**config.mk**
```make
export PLATFORM = sky130hd
export DESIGN_NAME = heightmap_token_parser
export DESIGN_NICKNAME = d
export VERILOG_FILES = /design/src/sv/hmtp_pkg.sv /design/src/sv/hmtp_step.sv /design/src/sv/heightmap_token_parser.sv
export SDC_FILE = /design/constraint.sdc
export NUM_CORES = 1
export LEC_CHECK = 0
export ABC_AREA = 1
export BUFFER_PORTS_ARGS = -buffer_cell sky130_fd_sc_hd__buf_2
export CORE_MARGIN = 10
export CORE_UTILIZATION = 61
export DETAILED_ROUTE_END_ITERATION = 8
export PLACE_DENSITY = 0.82
export SYNTH_ARGS = -nofsm -noshare
export SYNTH_HDL_FRONTEND = slang
export SYNTH_SLANG_ARGS = --single-unit
```
**constraint.sdc**
```tcl
create_clock -name clk -period 7.4 [get_ports clk]
set_input_delay 0.37 -clock clk [delete_from_list [all_inputs] [get_ports clk]]
set_output_delay 0.37 -clock clk [all_outputs]
set_load 0.005 [all_outputs]
```
**src/sv/hmtp_pkg.sv**
```systemverilog
// shared types, codes and character helpers for the height map token parser
package hmtp_pkg;

    localparam int TDATA_W = 88;
    localparam int KIND_W  = 2;

    localparam logic [2:0] PH_START  = 3'd0;
    localparam logic [2:0] PH_DIGITS = 3'd1;
    localparam logic [2:0] PH_SKIP   = 3'd2;
    localparam logic [2:0] PH_HEX    = 3'd3;
    localparam logic [2:0] PH_GAP    = 3'd4;
    localparam logic [2:0] PH_LEAD   = 3'd5;

    localparam logic [KIND_W-1:0] KIND_POINT = 2'd0;
    localparam logic [KIND_W-1:0] KIND_ERROR = 2'd1;
    localparam logic [KIND_W-1:0] KIND_END   = 2'd2;

    localparam logic [7:0] CH_SPACE   = 8'h20;
    localparam logic [7:0] CH_NEWLINE = 8'h0A;
    localparam logic [7:0] CH_MINUS   = 8'h2D;
    localparam logic [7:0] CH_COMMA   = 8'h2C;

    localparam logic [23:0] DEFAULT_COLOR_RESET = 24'hFFFFFF;

    typedef struct packed {
        logic [KIND_W-1:0] kind;
        logic [11:0]       column;
        logic [11:0]       line_index;
        logic [31:0]       height;
        logic [31:0]       point_color;
        logic              done_res;
    } res_t;

    function automatic logic is_dec(input logic [7:0] b);
        return (b >= 8'h30) && (b <= 8'h39);
    endfunction

    // bit 4 flags a hex digit, low nibble is its value
    function automatic logic [4:0] hex_val(input logic [7:0] b);
        logic [4:0] v;
        v = 5'd0;
        if (is_dec(b))
        begin
            v = {1'b1, b[3:0]};
        end
        else if (((b >= 8'h61) && (b <= 8'h66)) || ((b >= 8'h41) && (b <= 8'h46)))
        begin
            v = {1'b1, 4'(b[3:0] + 4'd9)};
        end
        return v;
    endfunction

endpackage

```
**src/sv/hmtp_step.sv**
```systemverilog
// per byte next state and result logic of the height map token parser
module hmtp_step
    import hmtp_pkg::*;
#(
    parameter int MAX_COLUMNS = 4096,
    parameter int MAX_ROWS    = 4096,
    parameter int HEIGHT_BITS = 32,
    parameter int CW          = 13,
    parameter int RW          = 13
)
(
    input  logic [7:0]             text_byte,
    input  logic                   end_of_file,
    input  logic [23:0]            default_color,
    input  logic [2:0]             phase,
    input  logic                   negative,
    input  logic [HEIGHT_BITS-1:0] height_acc,
    input  logic [31:0]            color_acc,
    input  logic [1:0]             skip_left,
    input  logic [CW-1:0]          column_count,
    input  logic [RW-1:0]          row_count,
    input  logic                   in_error,
    output logic [2:0]             phase_next,
    output logic                   negative_next,
    output logic [HEIGHT_BITS-1:0] height_acc_next,
    output logic [31:0]            color_acc_next,
    output logic [1:0]             skip_left_next,
    output logic [CW-1:0]          column_count_next,
    output logic [RW-1:0]          row_count_next,
    output logic                   in_error_next,
    output logic                   emit,
    output res_t                   res
);

    localparam int PW  = HEIGHT_BITS + 4;
    localparam int HW  = (HEIGHT_BITS > 32) ? HEIGHT_BITS : 32;
    localparam int CXW = (CW > 12) ? CW : 12;
    localparam int RXW = (RW > 12) ? RW : 12;

    logic                   is_space;
    logic                   is_nl;
    logic [4:0]             hv;
    logic [PW-1:0]          prod;
    logic [PW-1:0]          lim;
    logic                   ovf;

    logic [2:0]             phase_a;
    logic                   neg_a;
    logic [HEIGHT_BITS-1:0] acc_a;
    logic [31:0]            color_a;
    logic [1:0]             skip_a;
    logic [CW-1:0]          col_a;
    logic [RW-1:0]          row_a;
    logic                   err_a;
    logic                   take_fin;
    logic                   nl_fin;

    logic                   fin_req;
    logic                   fin_ok;
    logic                   eof_err;
    logic                   is_err;
    logic                   is_point;
    logic [31:0]            fin_color;
    logic [HW-1:0]          h_ext;
    logic [HW-1:0]          h_val;
    logic [CXW-1:0]         col_ext;
    logic [RXW-1:0]         row_ext;

    assign is_space = (text_byte == CH_SPACE);
    assign is_nl    = (text_byte == CH_NEWLINE);
    assign hv       = hex_val(text_byte);

    // acc * 10 + digit, checked against the signed limit
    assign prod = PW'({height_acc, 3'b000}) + PW'({height_acc, 1'b0}) + PW'(text_byte[3:0]);
    assign lim  = negative ? (PW'(1) << (HEIGHT_BITS - 1))
                           : ((PW'(1) << (HEIGHT_BITS - 1)) - PW'(1));
    assign ovf  = (prod > lim);

    always_comb
    begin
        phase_a  = phase;
        neg_a    = negative;
        acc_a    = height_acc;
        color_a  = color_acc;
        skip_a   = skip_left;
        col_a    = column_count;
        row_a    = row_count;
        err_a    = 1'b0;
        take_fin = 1'b0;
        nl_fin   = 1'b0;
        unique case (phase)
            PH_START, PH_LEAD, PH_GAP:
            begin
                if (is_space)
                begin
                    if (phase != PH_GAP)
                    begin
                        phase_a = PH_LEAD;
                    end
                end
                else if (is_nl && (phase == PH_GAP))
                begin
                    row_a   = row_count + RW'(1);
                    col_a   = '0;
                    phase_a = PH_START;
                end
                else if (text_byte == CH_MINUS)
                begin
                    neg_a   = ~negative;
                    phase_a = PH_LEAD;
                end
                else if (is_dec(text_byte))
                begin
                    acc_a   = HEIGHT_BITS'(text_byte[3:0]);
                    phase_a = PH_DIGITS;
                end
                else
                begin
                    err_a = 1'b1;
                end
            end
            PH_DIGITS:
            begin
                if (is_dec(text_byte))
                begin
                    if (ovf)
                    begin
                        err_a = 1'b1;
                    end
                    else
                    begin
                        acc_a = prod[HEIGHT_BITS-1:0];
                    end
                end
                else if (text_byte == CH_COMMA)
                begin
                    skip_a  = 2'd2;
                    color_a = '0;
                    phase_a = PH_SKIP;
                end
                else if (is_space)
                begin
                    take_fin = 1'b1;
                end
                else if (is_nl)
                begin
                    take_fin = 1'b1;
                    nl_fin   = 1'b1;
                end
                else
                begin
                    err_a = 1'b1;
                end
            end
            PH_SKIP:
            begin
                skip_a = skip_left - 2'd1;
                if (skip_left == 2'd1)
                begin
                    phase_a = PH_HEX;
                end
            end
            PH_HEX:
            begin
                if (hv[4])
                begin
                    color_a = {color_acc[27:0], hv[3:0]};
                end
                else if (is_space)
                begin
                    take_fin = 1'b1;
                end
                else if (is_nl)
                begin
                    take_fin = 1'b1;
                    nl_fin   = 1'b1;
                end
                else
                begin
                    err_a = 1'b1;
                end
            end
            default:
            begin
                err_a = 1'b1;
            end
        endcase
    end

    // token completion, from a separator or from end of file
    assign fin_req   = take_fin ||
                       (end_of_file && !err_a && ((phase_a == PH_DIGITS) || (phase_a == PH_HEX)));
    assign eof_err   = end_of_file && !err_a && !take_fin &&
                       ((phase_a == PH_LEAD) || (phase_a == PH_SKIP));
    assign fin_ok    = (column_count < CW'(MAX_COLUMNS)) && (row_count < RW'(MAX_ROWS));
    assign is_err    = err_a || eof_err || (fin_req && !fin_ok);
    assign is_point  = fin_req && fin_ok && !err_a;
    assign fin_color = (phase_a == PH_HEX) ? color_a : {8'h00, default_color};

    assign h_ext   = HW'(acc_a);
    assign h_val   = neg_a ? (HW'(0) - h_ext) : h_ext;
    assign col_ext = CXW'(column_count);
    assign row_ext = RXW'(row_count);

    always_comb
    begin
        phase_next        = phase_a;
        negative_next     = neg_a;
        height_acc_next   = acc_a;
        color_acc_next    = color_a;
        skip_left_next    = skip_a;
        column_count_next = col_a;
        row_count_next    = row_a;
        in_error_next     = in_error;
        res               = '0;
        res.done_res      = end_of_file;
        emit              = end_of_file;
        if (in_error)
        begin
            res.kind       = KIND_END;
            phase_next     = phase;
            negative_next  = negative;
            height_acc_next = height_acc;
            color_acc_next = color_acc;
            skip_left_next = skip_left;
            column_count_next = column_count;
            row_count_next = row_count;
        end
        else
        begin
            res.kind = KIND_END;
            if (is_err)
            begin
                emit          = 1'b1;
                res.kind      = KIND_ERROR;
                in_error_next = 1'b1;
            end
            else if (is_point)
            begin
                emit            = 1'b1;
                res.kind        = KIND_POINT;
                res.column      = col_ext[11:0];
                res.line_index  = row_ext[11:0];
                res.height      = h_val[31:0];
                res.point_color = fin_color;
                negative_next   = 1'b0;
                height_acc_next = '0;
                color_acc_next  = '0;
                if (nl_fin)
                begin
                    column_count_next = '0;
                    row_count_next    = row_count + RW'(1);
                    phase_next        = PH_START;
                end
                else
                begin
                    column_count_next = column_count + CW'(1);
                    phase_next        = PH_GAP;
                end
            end
        end
        if (end_of_file)
        begin
            phase_next        = PH_START;
            negative_next     = 1'b0;
            height_acc_next   = '0;
            color_acc_next    = '0;
            skip_left_next    = '0;
            column_count_next = '0;
            row_count_next    = '0;
            in_error_next     = 1'b0;
        end
    end

endmodule

```
**src/sv/heightmap_token_parser.sv**
```systemverilog
// top level of the height map token parser: input stage, parser state, result stage, apb
// an input transfer is registered in the input stage, and its result in the result stage, on its way to the master side
// throughput: one text byte per cycle while the result stage is free or the byte yields no result
// a byte that yields no result leaves the result stage free for the next one
// reset: rst_n clears parser state, both stage valids and sets default_color to 0xffffff
module heightmap_token_parser
    import hmtp_pkg::*;
#(
    parameter int MAX_COLUMNS = 4096,
    parameter int MAX_ROWS    = 4096,
    parameter int HEIGHT_BITS = 32
)
(
    input  logic               clk,
    input  logic               rst_n,
    input  logic               s_axis_tvalid,
    output logic               s_axis_tready,
    input  logic [7:0]         s_axis_tdata,   // text_byte
    input  logic               s_axis_tlast,   // end_of_file
    output logic               m_axis_tvalid,
    input  logic               m_axis_tready,
    output logic [TDATA_W-1:0] m_axis_tdata,   // column, line_index, height, point_color
    output logic [KIND_W-1:0]  m_axis_tuser,   // kind
    output logic               m_axis_tlast,   // done_res
    input  logic               psel,
    input  logic               penable,
    input  logic               pwrite,
    input  logic [2:0]         paddr,
    input  logic [31:0]        pwdata,
    output logic [31:0]        prdata,
    output logic               pready
);

    localparam int CW = $clog2(MAX_COLUMNS + 1);
    localparam int RW = $clog2(MAX_ROWS + 1);

    logic [23:0]            default_color_reg;
    logic                   in_valid_reg;
    logic                   in_valid_next;
    logic [7:0]             in_byte_reg;
    logic                   in_eof_reg;
    logic                   out_valid_reg;
    logic                   out_valid_next;
    res_t                   out_res_reg;

    logic [2:0]             phase_reg;
    logic                   negative_reg;
    logic [HEIGHT_BITS-1:0] height_acc_reg;
    logic [31:0]            color_acc_reg;
    logic [1:0]             skip_left_reg;
    logic [CW-1:0]          column_count_reg;
    logic [RW-1:0]          row_count_reg;
    logic                   in_error_reg;

    logic [2:0]             phase_next;
    logic                   negative_next;
    logic [HEIGHT_BITS-1:0] height_acc_next;
    logic [31:0]            color_acc_next;
    logic [1:0]             skip_left_next;
    logic [CW-1:0]          column_count_next;
    logic [RW-1:0]          row_count_next;
    logic                   in_error_next;

    logic                   emit;
    res_t                   res;
    logic                   out_free;
    logic                   adv;
    logic                   in_take;

    hmtp_step #(
        .MAX_COLUMNS (MAX_COLUMNS),
        .MAX_ROWS    (MAX_ROWS),
        .HEIGHT_BITS (HEIGHT_BITS),
        .CW          (CW),
        .RW          (RW)
    ) u_step (
        .text_byte         (in_byte_reg),
        .end_of_file       (in_eof_reg),
        .default_color     (default_color_reg),
        .phase             (phase_reg),
        .negative          (negative_reg),
        .height_acc        (height_acc_reg),
        .color_acc         (color_acc_reg),
        .skip_left         (skip_left_reg),
        .column_count      (column_count_reg),
        .row_count         (row_count_reg),
        .in_error          (in_error_reg),
        .phase_next        (phase_next),
        .negative_next     (negative_next),
        .height_acc_next   (height_acc_next),
        .color_acc_next    (color_acc_next),
        .skip_left_next    (skip_left_next),
        .column_count_next (column_count_next),
        .row_count_next    (row_count_next),
        .in_error_next     (in_error_next),
        .emit              (emit),
        .res               (res)
    );

    // stage handshake
    assign out_free       = !out_valid_reg || m_axis_tready;
    assign adv            = in_valid_reg && (!emit || out_free);
    assign s_axis_tready  = !in_valid_reg || adv;
    assign in_take        = s_axis_tvalid && s_axis_tready;
    assign in_valid_next  = in_take ? 1'b1 : (adv ? 1'b0 : in_valid_reg);
    assign out_valid_next = (adv && emit) ? 1'b1 : (m_axis_tready ? 1'b0 : out_valid_reg);

    always_ff @(posedge clk or negedge rst_n)
    begin
        if (!rst_n)
        begin
            in_valid_reg     <= 1'b0;
            out_valid_reg    <= 1'b0;
            phase_reg        <= PH_START;
            negative_reg     <= 1'b0;
            height_acc_reg   <= '0;
            color_acc_reg    <= '0;
            skip_left_reg    <= '0;
            column_count_reg <= '0;
            row_count_reg    <= '0;
            in_error_reg     <= 1'b0;
        end
        else
        begin
            in_valid_reg  <= in_valid_next;
            out_valid_reg <= out_valid_next;
            if (adv)
            begin
                phase_reg        <= phase_next;
                negative_reg     <= negative_next;
                height_acc_reg   <= height_acc_next;
                color_acc_reg    <= color_acc_next;
                skip_left_reg    <= skip_left_next;
                column_count_reg <= column_count_next;
                row_count_reg    <= row_count_next;
                in_error_reg     <= in_error_next;
            end
        end
    end

    always_ff @(posedge clk)
    begin
        if (in_take)
        begin
            in_byte_reg <= s_axis_tdata;
            in_eof_reg  <= s_axis_tlast;
        end
        if (adv && emit)
        begin
            out_res_reg <= res;
        end
    end

    // apb register
    always_ff @(posedge clk or negedge rst_n)
    begin
        if (!rst_n)
        begin
            default_color_reg <= DEFAULT_COLOR_RESET;
        end
        else if (psel && penable && pwrite && pready && (paddr[2] == 1'b0))
        begin
            default_color_reg <= pwdata[23:0];
        end
    end

    assign pready = 1'b1;
    assign prdata = (paddr[2] == 1'b0) ? {8'h00, default_color_reg} : 32'h0;

    assign m_axis_tvalid = out_valid_reg;
    assign m_axis_tuser  = out_res_reg.kind;
    assign m_axis_tlast  = out_res_reg.done_res;
    assign m_axis_tdata  = {out_res_reg.point_color, out_res_reg.height,
                            out_res_reg.line_index, out_res_reg.column};

    a_end_is_final: assert property (@(posedge clk) disable iff (!rst_n)
        (m_axis_tvalid && (m_axis_tuser == KIND_END)) |-> m_axis_tlast)
        else $error("end of map result without done flag");

    a_no_payload: assert property (@(posedge clk) disable iff (!rst_n)
        (m_axis_tvalid && (m_axis_tuser != KIND_POINT)) |-> (m_axis_tdata == '0))
        else $error("error or end result carries payload");

    a_col_bound: assert property (@(posedge clk) disable iff (!rst_n)
        column_count_reg <= CW'(MAX_COLUMNS))
        else $error("column count beyond limit");

    a_row_bound: assert property (@(posedge clk) disable iff (!rst_n)
        row_count_reg <= RW'(MAX_ROWS))
        else $error("row count beyond limit");

endmodule

```
==> flow_summary.yaml, run 1 <==
clocking:
  clk_path_buf_depth: 3
  clock_latency_ns: 0.53
  cts.hold.buffers_added: 0
  cts_made_buffers: 24
  clk_pin_slew_ns: 0.06
  clock_sinks: 223
  cts_resized: 0
  cts_tree: "yes"
  clockRootBuffer: "clkbuf_16"
  cts.htree.levels: 1
  post_cts_buffers: 0
power_and_ir_drop:
  p_leak_nw: 9.45
  total_power_mw: 5.51
  power_density_nw_per_um2: 301
  max-vdd-ir-drop_v: 0.000212
place:
  gp_congestion: 0.934
  io_buffers: 157
  dp_hpwl_um: 35000
critical_path:
  slowest_stage: "fa_1"
  critPathMaxStageDelay_ns: 0.59
  path_buf_inv: 2
  cp-start-kind: "flop"
  cp_max_fo: 14
  end_kind: "primary output"
  worstPathRequired_ns: 7.03
  critical_path_class: "flop to primary output"
  critPathArrivalTime_ns: 6.07
  crit_family: "simple AND/OR/NAND/NOR gates"
layout:
  layout.nets: 2613
  seqCellArea_um2: 6110
  final_common_cell: "nand2_1"
  fillers: 2338
  multi_input_area_um2: 8930
  layout_common_cells: "680 x nand2_1, 289 x nor2_1, 271 x inv_1"
  synthToLayoutAreaGrowth_pct: 10.2
  drive_gt1_frac: 0.130
  largest_reg_flops: 88
floorplanning:
  dieArea_um2: 34300
  die_x_um: 185
  ios: 177
  die_y_um: 185
  coreArea_um2: 26900
  start_util: 0.619
  row_count: 60
worst_hold_path:
  hold_class: "input port to asynchronous set/reset pin"
drt:
  drcViolationCount: 0
  drt_pass1_iterations: 6
  drt_iter0_drc: 1707
  num_vias: 16300
  drtAntennaViolNets: 0
  vias_per_cell: 5.79
  routedWlPerCell_um: 17.3
  wirelength_um: 48700
synthesis:
  synth_top_area_cell: "edfxtp_1"
  ys_seq_elements: 223
  ys_seq_area_frac: 0.367
  syn_area_per_cell_um2: 7.06
  synth_area_leaders: "edfxtp_1 18%, nand2_1 15%, dfrtp_1 15%"
  synth.distinct_cells: 60
  synth_top_area_share: 0.181
  yosysWarnings: 0
  syn_inst: 2356
  netlist_area_um2: 16600
sta:
  slew_headroom: 0.187
  min_period_ns: 6.44
  hold_viol: 0
  fmax_mhz: 155
  setup_violations: 0
  totalNegativeSetupSlack_ns: 0
  rsz0062_at_grt: "false"
  finalCritPeriodShare: 0.870
  hold_slack_ns: 0.00475
  max_slew.worst_pin.slew_ns: 1.21
  drv_slew: 0
  final.setup_skew_ns: 0.0131
flow_run:
  max_cap_violations: 0
global_routing:
  antenna_found_initial: 2
  grt_max_degree: 99
  overflow: 0
  grt_pass1_wl_um: 79300
  grt_pass1_vias: 15300
  grtUsageTotal: 0.281
run_status:
  outcome: "finished, final reports clean"
==> synth_stat cells (all sizes together) <==
cell,n
nor2,304
nor4,2
o22ai,18
dfrtp,99
conb,2
nand3,129
xor2,26
dfstp,24
a41oi,1
a221oi,1
inv,284
o21a,6
nand4,107
fa,2
buf,56
a21oi,143
a22oi,3
and3,3
nand3b,3
o221ai,1
mux2i,1
a31oi,6
xnor2,13
edfxtp,100
o21ai,93
a211oi,4
o31ai,2
a31o,2
clkbuf,55
a21o,1
o2111ai,2
or2,12
and2,1
ha,104
nor3b,1
nand2,707
nor3,24
mux2,2
o21bai,5
a32oi,1
clkinv,3
o211ai,3
==> layout make-up <==
type | instances | area share
clock buffer | 32 | 0.0355
sequential | 223 | 0.334
inverter | 287 | 0.0589
tap | 341 | 0.0233
clock inverter | 12 | 0.00581
timing repair buffer | 178 | 0.0551
antenna | 1 | 0.000137
multi-input combinational | 1742 | 0.488
==> where the power goes <==
part	internal, mW	leakage, nW	switching [mW]
Clock	0.658	0.366	0.513
Combinational	0.779	6.48	1.78
Sequential	1.59	2.60	0.190
==> metrics by stage <==
step / std cells / setup slack, ns / area (µm²) / utilization
3_5_place_dp: 2771 / 1.25 / 17600 / 0.653
6_report: 2816 / 0.959 / 18300 / 0.682
3_3_place_gp: 2771 / 1.32 / 17600 / 0.653
5_1_grt: 2815 / 0.499 / 18300 / 0.682
4_1_cts: 2815 / 1.09 / 18300 / 0.682
2_1_floorplan: 2363 / 1.22 / 16700 / -
==> kinds of logic after synthesis <==
logic type                 Yosys count  share of synthesized area
and+or+nand+nor                   1293                      0.333
xor gates and xnor gates            39                     0.0210
DFF                                223                      0.367
buffers and inverters              398                     0.0980
AOI/OAI and AO/OA                  292                     0.0971
other                                2                   0.000452
muxes                                3                    0.00196
adders and majority gates          106                     0.0807
==> per-layer routing <==
metal / wire [µm] / global-route usage / up-vias / share of wire
li1: - / - / 7870 / -
met1: 21300 / 0.402 / 7503 / 0.44
met2: 21400 / 0.429 / 820 / 0.44
met3: 4500 / 0.0417 / 116 / 0.092
met4: 1490 / 0.0855 / 2 / 0.030
met5: 13 / 0 / - / 0.00027
==> worst paths after layout <==
check                                      start           endpoint  slack [ns]  cells past startpoint
worst max-delay path              in_byte_reg[3]      s_axis_tready        0.96                     28
worst min-delay path                       rst_n  color_acc_reg[12]       0.005                      1
worst max register to register    in_byte_reg[3]   m_axis_tdata[37]        1.05                     31
worst min register to register  row_count_reg[5]   row_count_reg[5]        0.47                      2
max in group asynchronous                  rst_n       in_valid_reg        6.06                      2
min in group clk                 s_axis_tdata[3]     in_byte_reg[3]        0.01                      1
No activity file was read; power rests on OpenSTA's default activity.
==> run 2: changes to the inputs <==
--- a/config.mk
+++ b/config.mk
@@ -7,10 +7,12 @@
 export LEC_CHECK = 0
 export ABC_AREA = 1
 export BUFFER_PORTS_ARGS = -buffer_cell sky130_fd_sc_hd__buf_2
-export CORE_MARGIN = 10
+export CORE_MARGIN = 3
 export CORE_UTILIZATION = 61
 export DETAILED_ROUTE_END_ITERATION = 8
+export MAX_ROUTING_LAYER = met4
 export PLACE_DENSITY = 0.82
+export REMOVE_ABC_BUFFERS = 1
 export SYNTH_ARGS = -nofsm -noshare
 export SYNTH_HDL_FRONTEND = slang
 export SYNTH_SLANG_ARGS = --single-unit
==> flow_summary.yaml, run 2 (same netlist as run 1, synthesis figures left out) <==
floorplanning:
  row_count: 59
  coreArea_um2: 26400
  start_util: 0.629
  die_y_um: 171
  dieArea_um2: 29300
  ios: 177
  die_x_um: 171
critical_path:
  cp_max_fo: 15
  critPathMaxStageDelay_ns: 0.60
  critical_path_class: "flop to primary output"
  slowest_stage: "edfxtp_1"
  critPathArrivalTime_ns: 6.01
  cp-start-kind: "flop"
  end_kind: "primary output"
  worstPathRequired_ns: 7.03
global_routing:
  grt_pass1_vias: 15200
  grt_pass1_wl_um: 75700
  grtUsageTotal: 0.325
  grt_max_degree: 102
  overflow: 0
  antenna_found_initial: 0
drt:
  vias_per_cell: 5.89
  routedWlPerCell_um: 16.6
  num_vias: 16600
  drcViolationCount: 0
  drtAntennaViolNets: 0
  wirelength_um: 46800
  drt_iter0_drc: 1767
  drt_pass1_iterations: 6
clocking:
  cts_tree: "yes"
  clk_pin_slew_ns: 0.06
  clock_sinks: 223
  clockRootBuffer: "clkbuf_16"
  post_cts_buffers: 0
  clk_path_buf_depth: 3
  cts.hold.buffers_added: 0
  cts_made_buffers: 24
  cts_resized: 0
  clock_latency_ns: 0.53
  cts.htree.levels: 1
sta:
  setup_violations: 0
  finalCritPeriodShare: 0.862
  hold_slack_ns: -0.00379
  fmax_mhz: 157
  slew_headroom: 0.170
  hold_viol: 1
  min_period_ns: 6.38
  final.setup_skew_ns: 0.0221
  drv_slew: 0
  max_slew.worst_pin.slew_ns: 1.25
  rsz0062_at_grt: "false"
power_and_ir_drop:
  max-vdd-ir-drop_v: 0.000228
  total_power_mw: 5.57
  p_leak_nw: 9.48
  power_density_nw_per_um2: 304
run_status:
  failed_checks: "hold timing"
  outcome: "finished with violations"
worst_hold_path:
  hold_class: "input port to asynchronous set/reset pin"
place:
  gp_congestion: 0.974
  dp_hpwl_um: 33200
  io_buffers: 157
layout:
  layout_common_cells: "680 x nand2_1, 289 x nor2_1, 271 x inv_1"
  drive_gt1_frac: 0.132
  diodes: 0
  final_common_cell: "nand2_1"
  layout.nets: 2616
  synthToLayoutAreaGrowth_pct: 10.4
  largest_reg_flops: 88
flow_run:
  max_cap_violations: 0
-- run 2: cell count changes in the layout (fill, tap and decap cells not counted), moves of 3 or more --
cell / before / now
buf_4: 17 / 23
buf_12: 5 / 2
bufinv_16: 1 / 4
clkbuf_1: 6 / 3
-- run 2: worst paths after layout --
| path | start | end | slack (ns) | depth (start not counted) |
|---|---|---|---|---|
| max in group asynchronous | rst_n | in_valid_reg | 6.03 | 2 |
| min | rst_n | color_acc_reg[13] | -0.004 | 1 |
| min in group clk | s_axis_tdata[2] | in_byte_reg[2] | 0.02 | 1 |
| max | in_byte_reg[3] | s_axis_tready | 1.02 | 27 |
| min reg2reg | color_acc_reg[26] | color_acc_reg[26] | 0.47 | 2 |
| max reg2reg | in_byte_reg[3] | m_axis_tdata[37] | 1.14 | 30 |
-- run 2: where the power goes --
part	internal, mW	leakage (nW)	switching [mW]
logic	0.769	6.48	1.78
clock network	0.748	0.395	0.510
registers	1.59	2.60	0.171
total	3.11	9.48	2.46
-- run 2: through the flow --
step / setup TNS [ns] / worst slack (ns) / util / std cells / area [µm²]
2_1_floorplan: -46.40 / -0.364 / - / 2252 / 16100
3_5_place_dp: 0 / 1.40 / 0.663 / 2768 / 17500
5_1_grt: 0 / 0.575 / 0.695 / 2812 / 18400
4_1_cts: 0 / 1.11 / 0.695 / 2812 / 18400
3_3_place_gp: 0 / 1.51 / 0.663 / 2768 / 17500
6_report: 0 / 1.02 / 0.695 / 2812 / 18400
-- run 2: metal layers --
layer  up-vias  wire [µm]  track usage
li1       7875          -            -
met1      7681      19900        0.460
met2       898      21300        0.497
met3       109       4310       0.0386
met4         0       1290       0.0913
met5         -          0            -
-- run 2: worst max-delay path, delay by kind of cell (launching register included) --
kind,cells,cell delay (ns)
xor gates and xnor gates,1,0.21
adders and majority gates,3,1.39
and+or+nand+nor,17,2.20
buffers and inverters,3,0.57
AOI/OAI and AO/OA,3,0.48
DFF,1,0.60
-- run 2: final cells by class --
| cell class | instances | area [µm²] |
|---|---|---|
| Inverter | 287 | 1080 |
| Clock buffer | 28 | 626 |
| Fill cell | 2212 | 8070 |
| Multi-Input combinational cell | 1742 | 8930 |
| Clock inverter | 16 | 199 |
| Tap cell | 335 | 419 |
| Sequential cell | 223 | 6110 |
| Timing Repair Buffer | 181 | 993 |
